===== src/mat_pkg.sv =====
// Shared types and character constants for the macro attribute tokenizer.
`default_nettype none

package mat_pkg;

	localparam logic [7:0] CH_OPEN  = 8'h7B; // '{'
	localparam logic [7:0] CH_COLON = 8'h3A; // ':'
	localparam logic [7:0] CH_EQ    = 8'h3D; // '='
	localparam logic [7:0] CH_BAR   = 8'h7C; // '|'
	localparam logic [7:0] CH_CLOSE = 8'h7D; // '}'
	localparam logic [7:0] CH_QUOTE = 8'h22; // '"'
	localparam logic [7:0] CH_DOT   = 8'h2E; // '.'

	typedef enum logic [2:0] {
		KIND_KEY   = 3'd0,
		KIND_VALUE = 3'd1,
		KIND_DONE  = 3'd2,
		KIND_OK    = 3'd3,
		KIND_ERR   = 3'd4
	} kind_t;

	typedef enum logic [2:0] {
		PH_OPEN  = 3'd0,
		PH_NAME  = 3'd1,
		PH_KEY   = 3'd2,
		PH_VALUE = 3'd3,
		PH_END   = 3'd4,
		PH_ERROR = 3'd5
	} phase_t;

	typedef enum logic [1:0] {
		ST_IDLE   = 2'd0,
		ST_REPLAY = 2'd1,
		ST_DOT    = 2'd2,
		ST_TAIL   = 2'd3
	} eng_state_t;

	typedef struct packed {
		logic [7:0] data_byte;
		logic       end_of_message;
	} in_item_t;

	typedef struct packed {
		kind_t      kind;
		logic [7:0] out_byte;
		logic       run_last;
	} out_item_t;

endpackage

`default_nettype wire


===== src/mat_ram.sv =====
// Generic single-port-write, single-port-read RAM with registered read data.
`default_nettype none

module mat_ram #(
	parameter int WIDTH = 8,
	parameter int DEPTH = 32,
	localparam int AW = (DEPTH > 1) ? $clog2(DEPTH) : 1
) (
	input  wire logic             clk,
	input  wire logic             wr_en,
	input  wire logic [AW-1:0]    wr_addr,
	input  wire logic [WIDTH-1:0] wr_data,
	input  wire logic             rd_en,
	input  wire logic [AW-1:0]    rd_addr,
	output logic      [WIDTH-1:0] rd_data
);

	logic [WIDTH-1:0] mem [DEPTH];

	always_ff @(posedge clk) begin
		if (wr_en) begin
			mem[wr_addr] <= wr_data;
		end
		// hold read data until the next read
		if (rd_en) begin
			rd_data <= mem[rd_addr];
		end
	end

endmodule

`default_nettype wire


===== src/macro_attribute_tokenizer_unit.sv =====
// Top level of the macro attribute tokenizer.
`default_nettype none

// Takes one byte of a message shaped {name:key=value|key=value} per input
// transaction and returns key bytes, value bytes, pair-done marks and a final
// ok/error status on the output channel, the last result of each input marked
// by run_last. The name is written into a small RAM (NAME_DEPTH bytes) as it
// arrives. One input transaction is worked on at a time: a byte that gives no
// result, or one result while the output register can take it, lets the next
// byte be accepted in the following cycle even while that result still sits in
// the output register; if the register is still full, the result waits until it
// is free and holds the input. The first byte of each attribute additionally
// replays the stored name and a dot through the RAM read port, one byte per
// cycle while the output side takes them, ahead of any result of its own, and
// holds the input meanwhile. Reset needs no clearing pass; the end-of-message
// transaction returns all parse state to its reset value.
module macro_attribute_tokenizer_unit #(
	parameter int NAME_DEPTH = 32
) (
	input  wire logic               clk,
	input  wire logic               arst_n,
	input  wire logic               in_valid,
	output logic                    in_ready,
	input  wire mat_pkg::in_item_t  in_item,
	output logic                    out_valid,
	input  wire logic               out_ready,
	output mat_pkg::out_item_t      out_item
);

	import mat_pkg::*;

	localparam int AW = (NAME_DEPTH > 1) ? $clog2(NAME_DEPTH) : 1;
	localparam int LW = $clog2(NAME_DEPTH + 1);
	localparam logic [LW-1:0] DEPTH_L = LW'(NAME_DEPTH);

	// parse state
	phase_t      phase_q;
	logic [LW-1:0] len_q;
	logic        pend_q;

	// engine state
	eng_state_t  state_q, state_d;
	logic [LW-1:0] idx_q;
	logic        tail_has_q;
	kind_t       tail_kind_q;
	logic [7:0]  tail_byte_q;

	// output register
	logic        out_valid_q;
	out_item_t   out_item_q;

	// decode of the accepted byte
	phase_t      nxt_phase;
	logic [LW-1:0] nxt_len;
	logic        nxt_pend;
	logic        do_replay;
	logic        has_tail;
	kind_t       tail_kind;
	logic [7:0]  tail_byte;
	logic        wr_en;

	// datapath control
	logic        accept;
	logic        out_free;
	logic        out_load;
	out_item_t   out_next;
	logic        rd_en;
	logic [AW-1:0] rd_addr;
	logic [7:0]  rd_data;
	logic [LW-1:0] idx_plus;
	logic        replay_more;

	assign in_ready  = (state_q == ST_IDLE);
	assign accept    = in_valid && in_ready;
	assign out_free  = !out_valid_q || out_ready;
	assign out_valid = out_valid_q;
	assign out_item  = out_item_q;

	assign idx_plus    = idx_q + LW'(1);
	assign replay_more = (idx_plus < len_q);

	mat_ram #(
		.WIDTH (8),
		.DEPTH (NAME_DEPTH)
	) u_name_ram (
		.clk     (clk),
		.wr_en   (wr_en),
		.wr_addr (len_q[AW-1:0]),
		.wr_data (in_item.data_byte),
		.rd_en   (rd_en),
		.rd_addr (rd_addr),
		.rd_data (rd_data)
	);

	// Work out the parse update and the byte's own result (the tail)
	always_comb begin
		nxt_phase = phase_q;
		nxt_len   = len_q;
		nxt_pend  = pend_q;
		do_replay = 1'b0;
		has_tail  = 1'b0;
		tail_kind = KIND_KEY;
		tail_byte = 8'h00;
		wr_en     = 1'b0;
		if (in_item.end_of_message) begin
			// report status and drop back to the start
			has_tail  = 1'b1;
			tail_kind = (phase_q == PH_END) ? KIND_OK : KIND_ERR;
			nxt_phase = PH_OPEN;
			nxt_len   = '0;
			nxt_pend  = 1'b0;
		end else begin
			case (phase_q)
				PH_OPEN: begin
					if (in_item.data_byte == CH_OPEN) begin
						nxt_phase = PH_NAME;
						nxt_len   = '0;
					end else begin
						nxt_phase = PH_ERROR;
					end
				end
				PH_NAME: begin
					if (in_item.data_byte == CH_COLON) begin
						nxt_phase = PH_KEY;
						nxt_pend  = 1'b1;
					end else if (in_item.data_byte == CH_QUOTE || len_q >= DEPTH_L) begin
						nxt_phase = PH_ERROR;
					end else begin
						wr_en   = accept;
						nxt_len = len_q + LW'(1);
					end
				end
				PH_KEY: begin
					do_replay = pend_q;
					nxt_pend  = 1'b0;
					if (in_item.data_byte == CH_EQ) begin
						nxt_phase = PH_VALUE;
					end else if (in_item.data_byte == CH_BAR) begin
						has_tail  = 1'b1;
						tail_kind = KIND_DONE;
						nxt_pend  = 1'b1;
					end else if (in_item.data_byte == CH_CLOSE) begin
						has_tail  = 1'b1;
						tail_kind = KIND_DONE;
						nxt_phase = PH_END;
					end else begin
						has_tail  = 1'b1;
						tail_kind = KIND_KEY;
						tail_byte = in_item.data_byte;
					end
				end
				PH_VALUE: begin
					if (in_item.data_byte == CH_BAR) begin
						has_tail  = 1'b1;
						tail_kind = KIND_DONE;
						nxt_phase = PH_KEY;
						nxt_pend  = 1'b1;
					end else if (in_item.data_byte == CH_CLOSE) begin
						has_tail  = 1'b1;
						tail_kind = KIND_DONE;
						nxt_phase = PH_END;
					end else begin
						has_tail  = 1'b1;
						tail_kind = KIND_VALUE;
						tail_byte = in_item.data_byte;
					end
				end
				default: begin
					nxt_phase = PH_ERROR;
				end
			endcase
		end
	end

	// Next engine state
	always_comb begin
		state_d = state_q;
		case (state_q)
			ST_IDLE: begin
				if (accept) begin
					if (do_replay) begin
						state_d = (len_q == '0) ? ST_DOT : ST_REPLAY;
					end else if (has_tail && !out_free) begin
						state_d = ST_TAIL;
					end
				end
			end
			ST_REPLAY: begin
				if (out_free && !replay_more) begin
					state_d = ST_DOT;
				end
			end
			ST_DOT: begin
				if (out_free) begin
					state_d = tail_has_q ? ST_TAIL : ST_IDLE;
				end
			end
			ST_TAIL: begin
				if (out_free) begin
					state_d = ST_IDLE;
				end
			end
			default: begin
				state_d = ST_IDLE;
			end
		endcase
	end

	// Output register loads and name RAM reads
	always_comb begin
		out_load = 1'b0;
		out_next = '{kind: KIND_KEY, out_byte: 8'h00, run_last: 1'b0};
		rd_en    = 1'b0;
		rd_addr  = idx_plus[AW-1:0];
		case (state_q)
			ST_IDLE: begin
				if (accept && do_replay) begin
					// prime the first name byte
					rd_en   = (len_q != '0);
					rd_addr = '0;
				end else if (accept && has_tail && out_free) begin
					out_load = 1'b1;
					out_next = '{kind: tail_kind, out_byte: tail_byte, run_last: 1'b1};
				end
			end
			ST_REPLAY: begin
				if (out_free) begin
					out_load = 1'b1;
					out_next = '{kind: KIND_KEY, out_byte: rd_data, run_last: 1'b0};
					rd_en    = replay_more;
				end
			end
			ST_DOT: begin
				if (out_free) begin
					out_load = 1'b1;
					out_next = '{kind: KIND_KEY, out_byte: CH_DOT, run_last: !tail_has_q};
				end
			end
			ST_TAIL: begin
				if (out_free) begin
					out_load = 1'b1;
					out_next = '{kind: tail_kind_q, out_byte: tail_byte_q, run_last: 1'b1};
				end
			end
			default: begin
				out_load = 1'b0;
			end
		endcase
	end

	// Control registers
	always_ff @(posedge clk or negedge arst_n) begin
		if (!arst_n) begin
			state_q     <= ST_IDLE;
			phase_q     <= PH_OPEN;
			len_q       <= '0;
			pend_q      <= 1'b0;
			idx_q       <= '0;
			tail_has_q  <= 1'b0;
			out_valid_q <= 1'b0;
		end else begin
			state_q <= state_d;
			if (accept) begin
				phase_q    <= nxt_phase;
				len_q      <= nxt_len;
				pend_q     <= nxt_pend;
				tail_has_q <= has_tail;
				idx_q      <= '0;
			end else if (state_q == ST_REPLAY && out_free && replay_more) begin
				// advance to the next name byte
				idx_q <= idx_plus;
			end
			if (out_load) begin
				out_valid_q <= 1'b1;
			end else if (out_ready) begin
				out_valid_q <= 1'b0;
			end
		end
	end

	// Payload registers: hold the tail result and the output transaction
	always_ff @(posedge clk) begin
		if (accept) begin
			tail_kind_q <= tail_kind;
			tail_byte_q <= tail_byte;
		end
		if (out_load) begin
			out_item_q <= out_next;
		end
	end

endmodule

`default_nettype wire


===== config.mk =====
export PLATFORM = sky130hd
export DESIGN_NAME = macro_attribute_tokenizer_unit
export DESIGN_NICKNAME = d
export VERILOG_FILES = /design/src/mat_pkg.sv /design/src/mat_ram.sv /design/src/macro_attribute_tokenizer_unit.sv
export SDC_FILE = /design/constraint.sdc
export NUM_CORES = 1
export LEC_CHECK = 0
export BUFFER_PORTS_ARGS = -buffer_cell sky130_fd_sc_hd__buf_2
export CAP_MARGIN = 10
export CORE_MARGIN = 1
export CORE_UTILIZATION = 42
export CTS_BUF_LIST = sky130_fd_sc_hd__clkbuf_8
export CTS_CLUSTER_DIAMETER = 60
export DETAILED_ROUTE_END_ITERATION = 8
export GPL_ROUTABILITY_DRIVEN = 0
export GPL_TIMING_DRIVEN = 0
export PLACE_DENSITY_LB_ADDON = 0.1
export SYNTH_ARGS = -nofsm -noshare
export SYNTH_HDL_FRONTEND = slang
export SYNTH_SLANG_ARGS = --single-unit

===== constraint.sdc =====
create_clock -name clk -period 5.2 [get_ports clk]
set_input_delay 1.04 -clock clk [delete_from_list [all_inputs] [get_ports clk]]
set_output_delay 1.04 -clock clk [all_outputs]
set_load 0.1 [all_outputs]

==> metrics.log, run 1 <==
[metrics] Root Buffer Master: sky130_fd_sc_hd__clkbuf_8
[metrics] DRT iter0 DRCs: just under 900
[metrics] initial antenna violation count: 1
[metrics] synth-to-layout area growth: 11.30%
[metrics] CTS tree: done
[metrics] number of maximum-capacitance constraint violations: 0
[metrics] Remaining Overflow, GRT: 0
[metrics] CTS H-tree lvls: 2
[metrics] worst reg2reg endpoint: u_name_ram.rd_data[6]
[metrics] critical path peak fanout: 10
[metrics] Die H: ~180 um
[metrics] via count: 8371
[metrics] Starting Density: 42.94%
[metrics] Synth async-reset ratio: 6.515%
[metrics] Final Critical Period: 4.108 ns
[metrics] PostCTS Resize Cnt: 0
[metrics] CTS sink count: between 300 and 400
[metrics] drc violations: 1
[metrics] Synth Warn #: 0
[metrics] Inserted Diodes: 0
[metrics] number of cells produced by synthesis: around 930
[metrics] top cell type by total area after synthesis: sky130_fd_sc_hd__edfxtp_1
[metrics] Reg-to-Reg Start: idx_q[0]
[metrics] total core area: around 31000 um2
[metrics] run status: complete, but fails checks
[metrics] placement-stage worst setup slack: 0.7218 ns
[metrics] Synth Area per Inst: 14.31 um2
[metrics] final count of pins violating max slew: 0
[metrics] arrival time at the worst endpoint: ~4.4 ns
[metrics] final total power: 7240 uW
[metrics] via density per instance: 5.838
[metrics] r2r setup slk: 1.09 ns
[metrics] number of different library cells in the post-synthesis netlist: a little over 60
[metrics] slew at the pin closest to its max-slew limit: 1.084 ns
[metrics] number of standard cells in the layout, taps in and fillers out: 1434
[metrics] later-pin clock latency in the skew report: 0.58 ns
[metrics] drt wl/cell: 25.06 um
[metrics] Crit. End Element: flip-flop
[metrics] kind of start point of the critical path: flip-flop
[metrics] fraction of post-synthesis cell area in the top cell type by area: between 60% and 70%
[metrics] aggregate routed wire length: 35940 um
[metrics] global-route usage over all layers: 22.54%
[metrics] headroom to the max-slew limit: 25.88%
[metrics] Hold Path Class: input pin to async pin
[metrics] largest net degree at the start of global routing: 41
[metrics] violations in the final reports: DRC
[metrics] smallest setup slack after layout: ~1.1 ns
[metrics] Final period util: 79.01%
[metrics] Rows: between 60 and 70
[metrics] static leakage power: 0.004882 uW
[metrics] Setup Fix Bufs, Post-CTS: 0
[metrics] share of layout cells above drive strength 1: a little over an eighth
[metrics] cell area power density: 491.4 nW/um2
[metrics] count of nets after finishing: 1028
[metrics] Top Ports: 27
[metrics] cell count after placement: 1347
[metrics] Max Freq: roughly 240 MHz
[metrics] proportion of synthesized chip area in sequential cells: between 60 and 70%
[metrics] most used standard cell by instance count after synthesis: sky130_fd_sc_hd__edfxtp_1
[metrics] Num CTS Buffers: 52
[metrics] Worst-path clk slew: 0.06 ns
[metrics] most frequent cells after synthesis: sky130_fd_sc_hd__edfxtp_1 (287), sky130_fd_sc_hd__nor2_1 (80), sky130_fd_sc_hd__o21ai_0 (57)
[metrics] Detail Placement HPWL: roughly 23000 um
[metrics] number of port buffers: 25
[metrics] number of flops mapped to enable cells by yosys: 287
[metrics] unrepaired setup endpoints after global routing: no
[metrics] most common flop cell mapped by yosys: sky130_fd_sc_hd__edfxtp_1
[metrics] FF-to-FF path depth: 10
[metrics] CP required: 5.46 ns
[metrics] via count of the first global-routing pass: 8412
[metrics] area of the mapped netlist: ~13000 um2
[metrics] Worst IR Drop VDD: 0.3288 mV
[metrics] Die Area: 32230 um2
[metrics] Hold Violations, Final: 0
[metrics] Util after Layout: ~48%
[metrics] Antenna Nets Post-Route: 0
[metrics] Synth Register Bits: 307
[metrics] final worst clock skew: a little under 0.02 ns
[metrics] number of nets produced by synthesis: 948
[metrics] most area-consuming cells after synthesis: sky130_fd_sc_hd__edfxtp_1 (65%), sky130_fd_sc_hd__mux2i_1 (4.2%), sky130_fd_sc_hd__dfrtp_1 (3.8%)
[metrics] number of setup violations in the final report: 0
[metrics] critical setup path kind: flip-flop to flip-flop
[metrics] buffers from clock root to sink, at most: 3
[metrics] number of detailed-routing iterations run before antenna repair: 9
[metrics] CTS hold repair buffers: 0
[metrics] x dimension of the die: 179.5 um
[metrics] wire length of the first global-routing pass: 53760 um
[metrics] Sum Neg Setup Slack: 0 ns
## logic make-up (layout without fill, tap and decap cells)
logic type	Yosys count	count (layout)	synth area share, %
and+or+nand+nor	222	222	8.119
DFF	307	307	68.88
xor gates and xnor gates	10	10	0.7184
buffers and inverters	79	192	2.524
adders and majority gates	10	10	0.9452
AOI/OAI and AO/OA	210	210	10.57
muxes	87	87	8.242
## cell usage in the layout (no fill, tap or decap), types with 20 or more instances in the layout
cell / instances
sky130_fd_sc_hd__edfxtp_1: 287
sky130_fd_sc_hd__nor2_1: 80
sky130_fd_sc_hd__o21ai_0: 56
sky130_fd_sc_hd__mux2i_1: 55
sky130_fd_sc_hd__clkbuf_8: 53
sky130_fd_sc_hd__inv_1: 42
sky130_fd_sc_hd__clkbuf_1: 40
sky130_fd_sc_hd__nand2_1: 39
sky130_fd_sc_hd__buf_2: 36
sky130_fd_sc_hd__a21oi_1: 33
sky130_fd_sc_hd__nand3_1: 27
sky130_fd_sc_hd__nor3_1: 22
sky130_fd_sc_hd__dfrtp_1: 20
## routing by layer
layer,track usage (%),part of all wire (%)
met5,0,0
met1,30.89,44
met4,6.207,2.5
met2,37.31,48
met3,3.667,5.4
## critical path: stages, from the launching register on
cell and delay (ns):
sky130_fd_sc_hd__dfrtp_1 0.39, sky130_fd_sc_hd__ha_1 0.27, sky130_fd_sc_hd__xnor2_1 0.61, sky130_fd_sc_hd__inv_2 0.21, sky130_fd_sc_hd__buf_2 0.28, sky130_fd_sc_hd__clkbuf_1 0.38, sky130_fd_sc_hd__ha_1 0.39, sky130_fd_sc_hd__o21ai_0 0.09
sky130_fd_sc_hd__a21oi_1 0.19, sky130_fd_sc_hd__nor3_1 0.64, sky130_fd_sc_hd__a31o_2 0.34
## how the worst max path moves through the flow
stage | from | end | slack [ns] | cells past startpoint
after floorplan | state_q[1] | out_item[0] | 1.91 | 3
after global placement | in_item[4] | out_item[4] | 0.70 | 7
after detailed placement | in_item[3] | u_name_ram.mem[18][2] | 0.72 | 7
after CTS | idx_q[1] | u_name_ram.rd_data[6] | 1.19 | 10
after global routing | idx_q[1] | u_name_ram.rd_data[6] | 1.01 | 10
final | idx_q[0] | u_name_ram.rd_data[6] | 1.09 | 10
## where the power goes
group | switching (uW) | internal, uW | total [uW]
Clock | 929 | 934 | 1860
Sequential | 55.3 | 2890 | 2940
Combinational | 1770 | 664 | 2430
## registers in the layout, indices dropped and copies added (netlist names)
name and cells:
len_q 6, u_name_ram.mem 256, out_item 12, idx_q 6, pend_q 1, state_q 2, phase_q 3, out_valid 1
tail_byte_q 8, u_name_ram.rd_data 8, tail_has_q 1, tail_kind_q 3
## stage by stage
stage               hold slack, ns  cell area, um2
finish                      0.4531           14730
CTS                         0.4484           14730
detailed placement          0.5176           13870
global placement            0.5034           13860
global route                0.4775           14730
floorplan                   0.4723           13240
## cell type report
class                      instances  area [um2]
fill                            2768       16100
sequential                       307        9119
multi-input combinational        539        3785
clock buffer                      53       729.5
tap                              396       495.5
buffer                            55       244.0
clock inverter                    34       137.6
timing repair buffer              26       132.6
inverter                          24       90.09
(Power assumes the default switching activity.)
==> run 2: changes to the inputs <==
Settings changed: ABC_AREA set to 1.
Clock period 5.2 ns to 3.3 ns, I/O delays scaled along.
==> run 2 against run 1 <==
- worst hold slack worse by 0.43 ns
- clock power increased by 68%
- the run ends with setup timing left
- critical path type unchanged
- utilization increased by 0.32 points
- count of clock-buffer cells in the layout up 1
- via count up 18%
- synthesized cell count grew 40%
- largest cell class unchanged
- critical endpoint is now u_name_ram.mem[19][3]
==> metrics.log, run 2 <==
[metrics] commonest cells after routing, fill and taps aside: sky130_fd_sc_hd__edfxtp_1 (287), sky130_fd_sc_hd__nand3_1 (261), sky130_fd_sc_hd__inv_1 (187)
[metrics] Detail Placement HPWL: 25680 um (+9.9%)
[metrics] run status: complete, but fails checks
[metrics] Remaining Overflow, GRT: 0 (unchanged)
[metrics] Inserted Diodes: 0 (unchanged)
[metrics] aggregate routed wire length: 39370 um (+9.5%)
[metrics] cell area power density: 850.8 nW/um2 (+73%)
[metrics] buffers from clock root to sink, at most: 3 (unchanged)
[metrics] Synth Register Bits: 307 (unchanged)
[metrics] most area-consuming cells after synthesis: sky130_fd_sc_hd__edfxtp_1 (62%), sky130_fd_sc_hd__nand3_1 (9.3%), sky130_fd_sc_hd__nand2_1 (5.0%)
[metrics] CTS tree: done
[metrics] CP cell instances: inv_2 -> nand2_2 -> nor2_4 -> inv_1 -> nor3_2 -> nand2_1 -> nor2_2
[metrics] number of flops mapped to enable cells by yosys: 287 (unchanged)
[metrics] initial antenna violation count: 0 (-1)
[metrics] Root Buffer Master: sky130_fd_sc_hd__clkbuf_8
[metrics] kind of start point of the critical path: flip-flop
[metrics] Crit path largest cell delay: 0.64 ns (about the same)
[metrics] number of nets produced by synthesis: 1316 (+39%)
[metrics] flip-flop count of the largest register after layout: 256 (unchanged)
[metrics] Num CTS Buffers: 52 (unchanged)
[metrics] largest net degree at the start of global routing: 38 (-7.3%)
[metrics] multi-input logic area: 3974 um2 (+5.0%)
[metrics] wire length of the first global-routing pass: 58790 um (+9.4%)
[metrics] via density per instance: 5.328 (-8.7%)
[metrics] Synth Area per Inst: 10.84 um2 (-24%)
[metrics] Final period util: 100.9% (+22 points)
[metrics] CP required: 3.53 ns (-1.93 ns)
[metrics] final total power: 13380 uW (+85%)
[metrics] x dimension of the die: 184.6 um (+2.8%)
[metrics] most common flop cell mapped by yosys: sky130_fd_sc_hd__edfxtp_1
[metrics] number of maximum-capacitance constraint violations: 0 (unchanged)
[metrics] Worst IR Drop VDD: 0.4484 mV (+36%)
[metrics] CTS H-tree lvls: 2 (unchanged)
[metrics] fraction of post-synthesis cell area in the top cell type by area: 61.52% (-3.6 points)
[metrics] Die H: 184.6 um (+2.8%)
[metrics] DRT iter0 DRCs: 876 (+0.57%)
[metrics] total core area: 32700 um2 (+6.1%)
[metrics] Antenna Nets Post-Route: 0 (unchanged)
[metrics] final worst clock skew: 0.02715 ns (+0.007413 ns)
[metrics] Top Ports: 27 (unchanged)
[metrics] Die Area: 34090 um2 (+5.8%)
[metrics] most frequent standard cell in the layout excluding fill and tap cells: sky130_fd_sc_hd__edfxtp_1
[metrics] top cell type by total area after synthesis: sky130_fd_sc_hd__edfxtp_1
[metrics] headroom to the max-slew limit: 29.43% (+3.5 points)
[metrics] Synth async-reset ratio: 6.515% (unchanged)
[metrics] drc violations: 0 (-1)
[metrics] drt wl/cell: 21.19 um (-15%)
[metrics] arrival time at the worst endpoint: 3.56 ns (-0.81 ns)
[metrics] most frequent cells after synthesis: sky130_fd_sc_hd__edfxtp_1 (287), sky130_fd_sc_hd__nand3_1 (261), sky130_fd_sc_hd__nand2_1 (185)
[metrics] CTS sink count: 307 (unchanged)
[metrics] unrepaired setup endpoints after global routing: yes
[metrics] Final Critical Period: 3.329 ns (-0.7797 ns)
[metrics] Rows: 66 (+3.1%)
[metrics] via count of the first global-routing pass: 9525 (+13%)
[metrics] Finished Cell Area: 15730 um2 (+6.8%)
[metrics] CP max stage cell: sky130_fd_sc_hd__nor2_2
[metrics] smallest setup slack after layout: -0.02863 ns (-1.120 ns)
[metrics] r2r setup slk: -0.03 ns (-1.12 ns)
[metrics] Hold Violations, Final: 0 (unchanged)
[metrics] Crit. End Element: flip-flop
[metrics] Worst-path clk slew: 0.06 ns (about the same)
[metrics] critical setup path kind: flip-flop to flip-flop
[metrics] Sequential Area: 9119 um2 (unchanged)
[metrics] proportion of synthesized chip area in sequential cells: 65.09% (-3.8 points)
[metrics] final-layout fill cell count: 3143 (+14%)
[metrics] number of cells produced by synthesis: 1293 (+40%)
[metrics] share of layout cells above drive strength 1: 16.53% (+3.5 points)
[metrics] later-pin clock latency in the skew report: 0.60 ns (+0.02 ns)
[metrics] Hold Path Class: input pin to async pin
[metrics] count of nets after finishing: 1397 (+36%)
[metrics] Reg with most FFs: u_name_ram.mem
[metrics] Starting Density: 42.84% (-0.097 points)
[metrics] number of different library cells in the post-synthesis netlist: 38 (-39%)
[metrics] slew at the pin closest to its max-slew limit: 1.059 ns (-0.02521 ns)
[metrics] static leakage power: 0.006153 uW (+26%)
[metrics] Max Freq: 300.4 MHz (+23%)
[metrics] via count: 9900 (+18%)
[metrics] final count of pins violating max slew: 0 (unchanged)
[metrics] Synth Warn #: 0 (unchanged)
[metrics] most used standard cell by instance count after synthesis: sky130_fd_sc_hd__edfxtp_1
[metrics] violations in the final reports: setup timing
[metrics] placed inst area: 14700 um2 (+6.0%)
[metrics] number of detailed-routing iterations run before antenna repair: 5 (-4)
[metrics] number of setup violations in the final report: 35 (+35)
[metrics] area of the mapped netlist: 14010 um2 (+5.8%)
[metrics] CTS hold repair buffers: 0 (unchanged)
[metrics] critical path peak fanout: 16 (+6)
[metrics] global-route usage over all layers: 23.89% (+1.3 points)
[metrics] number of port buffers: 26 (+4.0%)
[metrics] synth-to-layout area growth: 12.30%
## run 2: changes by cell type after synthesis, moves of 17 or more
cell                        change
sky130_fd_sc_hd__nand3b_1      +30
sky130_fd_sc_hd__clkbuf_1      -17
sky130_fd_sc_hd__a21oi_1       -26
sky130_fd_sc_hd__nand2_1      +146
sky130_fd_sc_hd__o21ai_0       -32
sky130_fd_sc_hd__nand3_1      +234
sky130_fd_sc_hd__buf_2         +23
sky130_fd_sc_hd__or2_2         +56
sky130_fd_sc_hd__o2111ai_1     +39
sky130_fd_sc_hd__mux2i_1       -55
sky130_fd_sc_hd__inv_1        +147
## run 2: path summary, 6_finish.rpt
path,depth (start not counted),startpoint,to
setup / recovery,7,state_q[0],u_name_ram.mem[19][3]
max in group asynchronous,1,arst_n,idx_q[0]
min in group clk,4,in_item[0],pend_q
setup reg to reg,7,state_q[0],u_name_ram.mem[19][3]
hold / removal,1,arst_n,phase_q[2]
hold reg to reg,2,pend_q,pend_q
## run 2: critical path: cells and delay by family, from the launching register on
family	cells	cell delay, ns
simple gates	5	2.13
buf+inv	2	0.40
flops	1	0.42
## run 2: stage by stage
stage                     std cells  worst slack (ns)  util [%]  hold WS (ns)  TNS (ns)
after floorplan                1293            0.8537         -        0.3644         0
after global placement         1761           -0.5664     44.93        0.5079   -101.14
after detailed placement       1762           -0.6102     44.95        0.5260   -103.01
after CTS                      1858          -0.05529     47.87       0.02445    -1.416
after global routing           1858           -0.2494     48.11       0.03711    -39.04
final                          1858          -0.02863     48.11       0.02534   -0.4401
## run 2: repair_timing
action | 4_1_cts | 5_1_grt
setup endpoints to repair | 70 | 256
buffers inserted | 0 | 0
cloned | 0 | 0
gates resized for setup | 5 | 26
## run 2: cell families (layout without fill, tap and decap cells)
group | count (synthesis) | count (layout) | synth area share [%]
AO/OA/AOI/OAI | 92 | 92 | 4.698
XOR/XNOR | 5 | 5 | 0.3126
adder cells (fa/ha/maj) | 10 | 10 | 0.8931
buffers and inverters | 246 | 369 | 7.189
flip-flops | 307 | 307 | 65.09
AND/OR/NAND/NOR | 633 | 633 | 21.82
## run 2: area by class of cell
cell class,count,area share (%)
Tap cell,442,3.515
Sequential cell,307,57.96
Buffer,68,2.155
Clock inverter,42,1.265
Inverter,178,4.247
Multi-Input combinational cell,740,25.26
Clock buffer,54,4.724
Timing Repair Buffer,27,0.8748
## run 2: report_power, final
group / internal [uW] / switching, uW / total, uW / leakage [uW]
sequential: 4560 / 93.6 / 4650 / 0.00286
clock: 1590 / 1540 / 3130 / 0.000549
combinational: 1520 / 4080 / 5600 / 0.00274
## run 2: per-layer routing
layer | up-vias | wire [um] | global-route usage, %
met5 | - | 0 | 0
met4 | 0 | 781 | 7.041
met3 | 55 | 2597 | 4.485
met2 | 319 | 18630 | 38.61
met1 | 4858 | 17370 | 32.71
li1 | 4668 | - | -
==> run 3: changes to the inputs <==
Settings changed: BUFFER_PORTS_ARGS -buffer_cell sky130_fd_sc_hd__buf_2 to -buffer_cell sky130_fd_sc_hd__clkbuf_2.
==> run 3 against run 2 <==
- the flow now finishes without violations
- routed wire length is 0.18% lower
- critical path depth unchanged
- first-iteration DRC count grew 6.6%
- cell area down 0.24%
- die area unchanged
- sequential share of layout area grew 0.14 points
- clock power fell by 1%
- via count is 0.48% higher
- setup slack improved by 0.058 ns
- maximum frequency increased by 1.8%
- combinational power hardly changed
- cell count decreased by 0.32%
==> metrics.log, run 3 (synthesis gave the netlist of run 2 again) <==
[metrics] run status: completed
[metrics] Hold Violations, Final: 0 (unchanged)
[metrics] x dimension of the die: 184.6 um (unchanged)
[metrics] Inserted Diodes: 0 (unchanged)
[metrics] via density per instance: 5.371 (+0.81%)
[metrics] DRT iter0 DRCs: 934 (+6.6%)
[metrics] buffers from clock root to sink, at most: 3 (unchanged)
[metrics] synth-to-layout area growth: 12.03%
[metrics] critical path peak fanout: 16 (unchanged)
[metrics] headroom to the max-slew limit: 26.11% (-3.3 points)
[metrics] Clk pwr share: 23.2% (-0.2 points)
[metrics] largest net degree at the start of global routing: 38 (unchanged)
[metrics] CP cell instances: inv_2 -> nand2_2 -> nor2_4 -> inv_1 -> nor3_2 -> nand2_1 -> nor2_1
[metrics] Num CTS Buffers: 52 (unchanged)
[metrics] CTS H-tree lvls: 2 (unchanged)
[metrics] Rows: 66 (unchanged)
[metrics] Starting Density: 42.84% (unchanged)
[metrics] global-route usage over all layers: 23.82% (-0.069 points)
[metrics] initial antenna violation count: 2 (+2)
[metrics] internal portion of total power: 7653 uW (-0.20%)
[metrics] final worst clock skew: 0.02990 ns (+0.002752 ns)
[metrics] via count of the first global-routing pass: 9637 (+1.2%)
[metrics] sequential power share: 34.9% (about the same)
[metrics] total core area: 32700 um2 (unchanged)
[metrics] final-layout fill cell count: 3102 (-1.3%)
[metrics] drt wl/cell: 21.22 um (+0.15%)
[metrics] cell area power density: 850.4 nW/um2 (about the same)
[metrics] Detail Placement HPWL: 25700 um (about the same)
[metrics] aggregate routed wire length: 39300 um (-0.18%)
[metrics] final count of pins violating max slew: 0 (unchanged)
[metrics] later-pin clock latency in the skew report: 0.59 ns (about the same)
[metrics] power share of the combinational group: 41.9% (about the same)
[metrics] fraction of power spent switching nets: 42.66% (-0.047 points)
[metrics] unrepaired setup endpoints after global routing: yes
[metrics] Final Critical Period: 3.271 ns (-0.05763 ns)
[metrics] Worst-path clk slew: 0.06 ns (about the same)
[metrics] Hold Path Class: input pin to async pin
[metrics] via count: 9948 (+0.48%)
[metrics] Root Buffer Master: sky130_fd_sc_hd__clkbuf_8
[metrics] CTS tree: done
[metrics] Crit path largest cell delay: 0.73 ns (+0.09 ns)
[metrics] Top Ports: 27 (unchanged)
[metrics] Worst IR Drop VDD: 0.4632 mV (+3.3%)
[metrics] share of layout cells above drive strength 1: 16.45% (-0.072 points)
[metrics] Die Area: 34090 um2 (unchanged)
[metrics] number of maximum-capacitance constraint violations: 0 (unchanged)
[metrics] CP required: 3.52 ns (about the same)
[metrics] kind of start point of the critical path: flip-flop
[metrics] static leakage power: 0.006134 uW (-0.30%)
[metrics] CTS sink count: 307 (unchanged)
[metrics] Antenna Nets Post-Route: 0 (unchanged)
[metrics] CTS hold repair buffers: 0 (unchanged)
[metrics] most frequent standard cell in the layout excluding fill and tap cells: sky130_fd_sc_hd__edfxtp_1
[metrics] post-route worst hold slack: 0.06618 ns (+0.04084 ns)
[metrics] Crit. End Element: flip-flop
[metrics] number of port buffers: 26 (unchanged)
[metrics] Die H: 184.6 um (unchanged)
[metrics] slew at the pin closest to its max-slew limit: 1.108 ns (+0.04975 ns)
[metrics] final total power: 13350 uW (-0.29%)
[metrics] number of detailed-routing iterations run before antenna repair: 5 (unchanged)
[metrics] count of nets after finishing: 1397 (unchanged)
[metrics] drc violations: 0 (unchanged)
[metrics] number of setup violations in the final report: 0 (-100%)
[metrics] CP max stage cell: sky130_fd_sc_hd__nor2_1
[metrics] Reg with most FFs: u_name_ram.mem
[metrics] commonest cells after routing, fill and taps aside: sky130_fd_sc_hd__edfxtp_1 (287), sky130_fd_sc_hd__nand3_1 (261), sky130_fd_sc_hd__inv_1 (185)
[metrics] Remaining Overflow, GRT: 0 (unchanged)
[metrics] Sum Neg Setup Slack: 0 ns (+0.4401 ns)
[metrics] Max Freq: 305.7 MHz (+1.8%)
[metrics] flip-flop count of the largest register after layout: 256 (unchanged)
[metrics] critical setup path kind: flip-flop to flip-flop
[metrics] cell family with most CP delay: simple AND/OR/NAND/NOR gates
[metrics] arrival time at the worst endpoint: 3.49 ns (-0.07 ns)
[metrics] Final period util: 99.12% (-1.7 points)
[metrics] wire length of the first global-routing pass: 58870 um (+0.14%)
[metrics] Sw Pwr: 5694 uW (-0.39%)
[metrics] WP buf/inv: 2 (unchanged)
[run 3: cell count changes in the layout (fill, tap and decap cells not counted), sizes merged]
| cell | delta |
|---|---|
| clkinv | -3 |
| inv | -1 |
| clkbuf | +26 |
| clkinvlp | -2 |
| buf | -26 |
[run 3: final cells by class]
class	instances	area, um2	share of cell area (%)
Sequential cell	307	9119	58.10
Multi-Input combinational cell	740	3966	25.27
Timing Repair Buffer	27	137.6	0.8769
Clock inverter	36	168.9	1.076
Buffer	68	339.1	2.160
Inverter	178	668.1	4.257
Clock buffer	54	743.2	4.735
Tap cell	442	553.0	3.524
[run 3: worst paths after layout]
| check | endpoint | from | cells past startpoint | slack (ns) |
|---|---|---|---|---|
| max in group asynchronous | len_q[2] | arst_n | 1 | 2.84 |
| hold reg to reg | out_item[9] | tail_kind_q[0] | 2 | 0.53 |
| setup / recovery | u_name_ram.mem[5][6] | state_q[0] | 7 | 0.03 |
| hold / removal | phase_q[1] | arst_n | 1 | 0.07 |
| setup reg to reg | u_name_ram.mem[5][6] | state_q[0] | 7 | 0.03 |
| min in group clk | phase_q[0] | in_item[0] | 4 | 0.44 |
[run 3: power by group through the flow]
stage / logic, uW / clock network (uW) / registers, uW
CTS: 5530 / 3140 / 4660
finish: 5590 / 3090 / 4660
global placement: 5500 / 0 / 4740
global route: 6050 / 3310 / 4680
floorplan: 3150 / 0 / 5300
detailed placement: 5520 / 0 / 4740
[run 3: worst reg2reg max path, delay by kind of cell, from the launching register on]
kind,cells,cell delay [ns]
buffers and inverters,2,0.39
flip-flops,1,0.42
AND/OR/NAND/NOR,5,2.12
[run 3: metal layers]
metal  vias up  track usage (%)  wire, um
li1       4659                -         -
met3        72            4.228      2650
met4         0            6.711       833
met1      4872            33.05     17630
met5         -                0         0
met2       345            38.31     18190
[run 3: what timing repair did]
item / CTS / global route
buffers inserted: 0 / 0
gates cloned: 0 / 0
gates resized for setup: 7 / 24
endpoints found under the setup margin: 59 / 240
[run 3: stage by stage]
step,util [%],setup slack [ns],std cells,area [um2]
floorplan,-,0.8537,1293,14010
global placement,44.93,-0.6536,1761,14690
detailed placement,44.95,-0.6917,1762,14700
CTS,47.80,-0.04162,1852,15630
global route,48.00,-0.2053,1852,15700
finish,48.00,0.02900,1852,15700
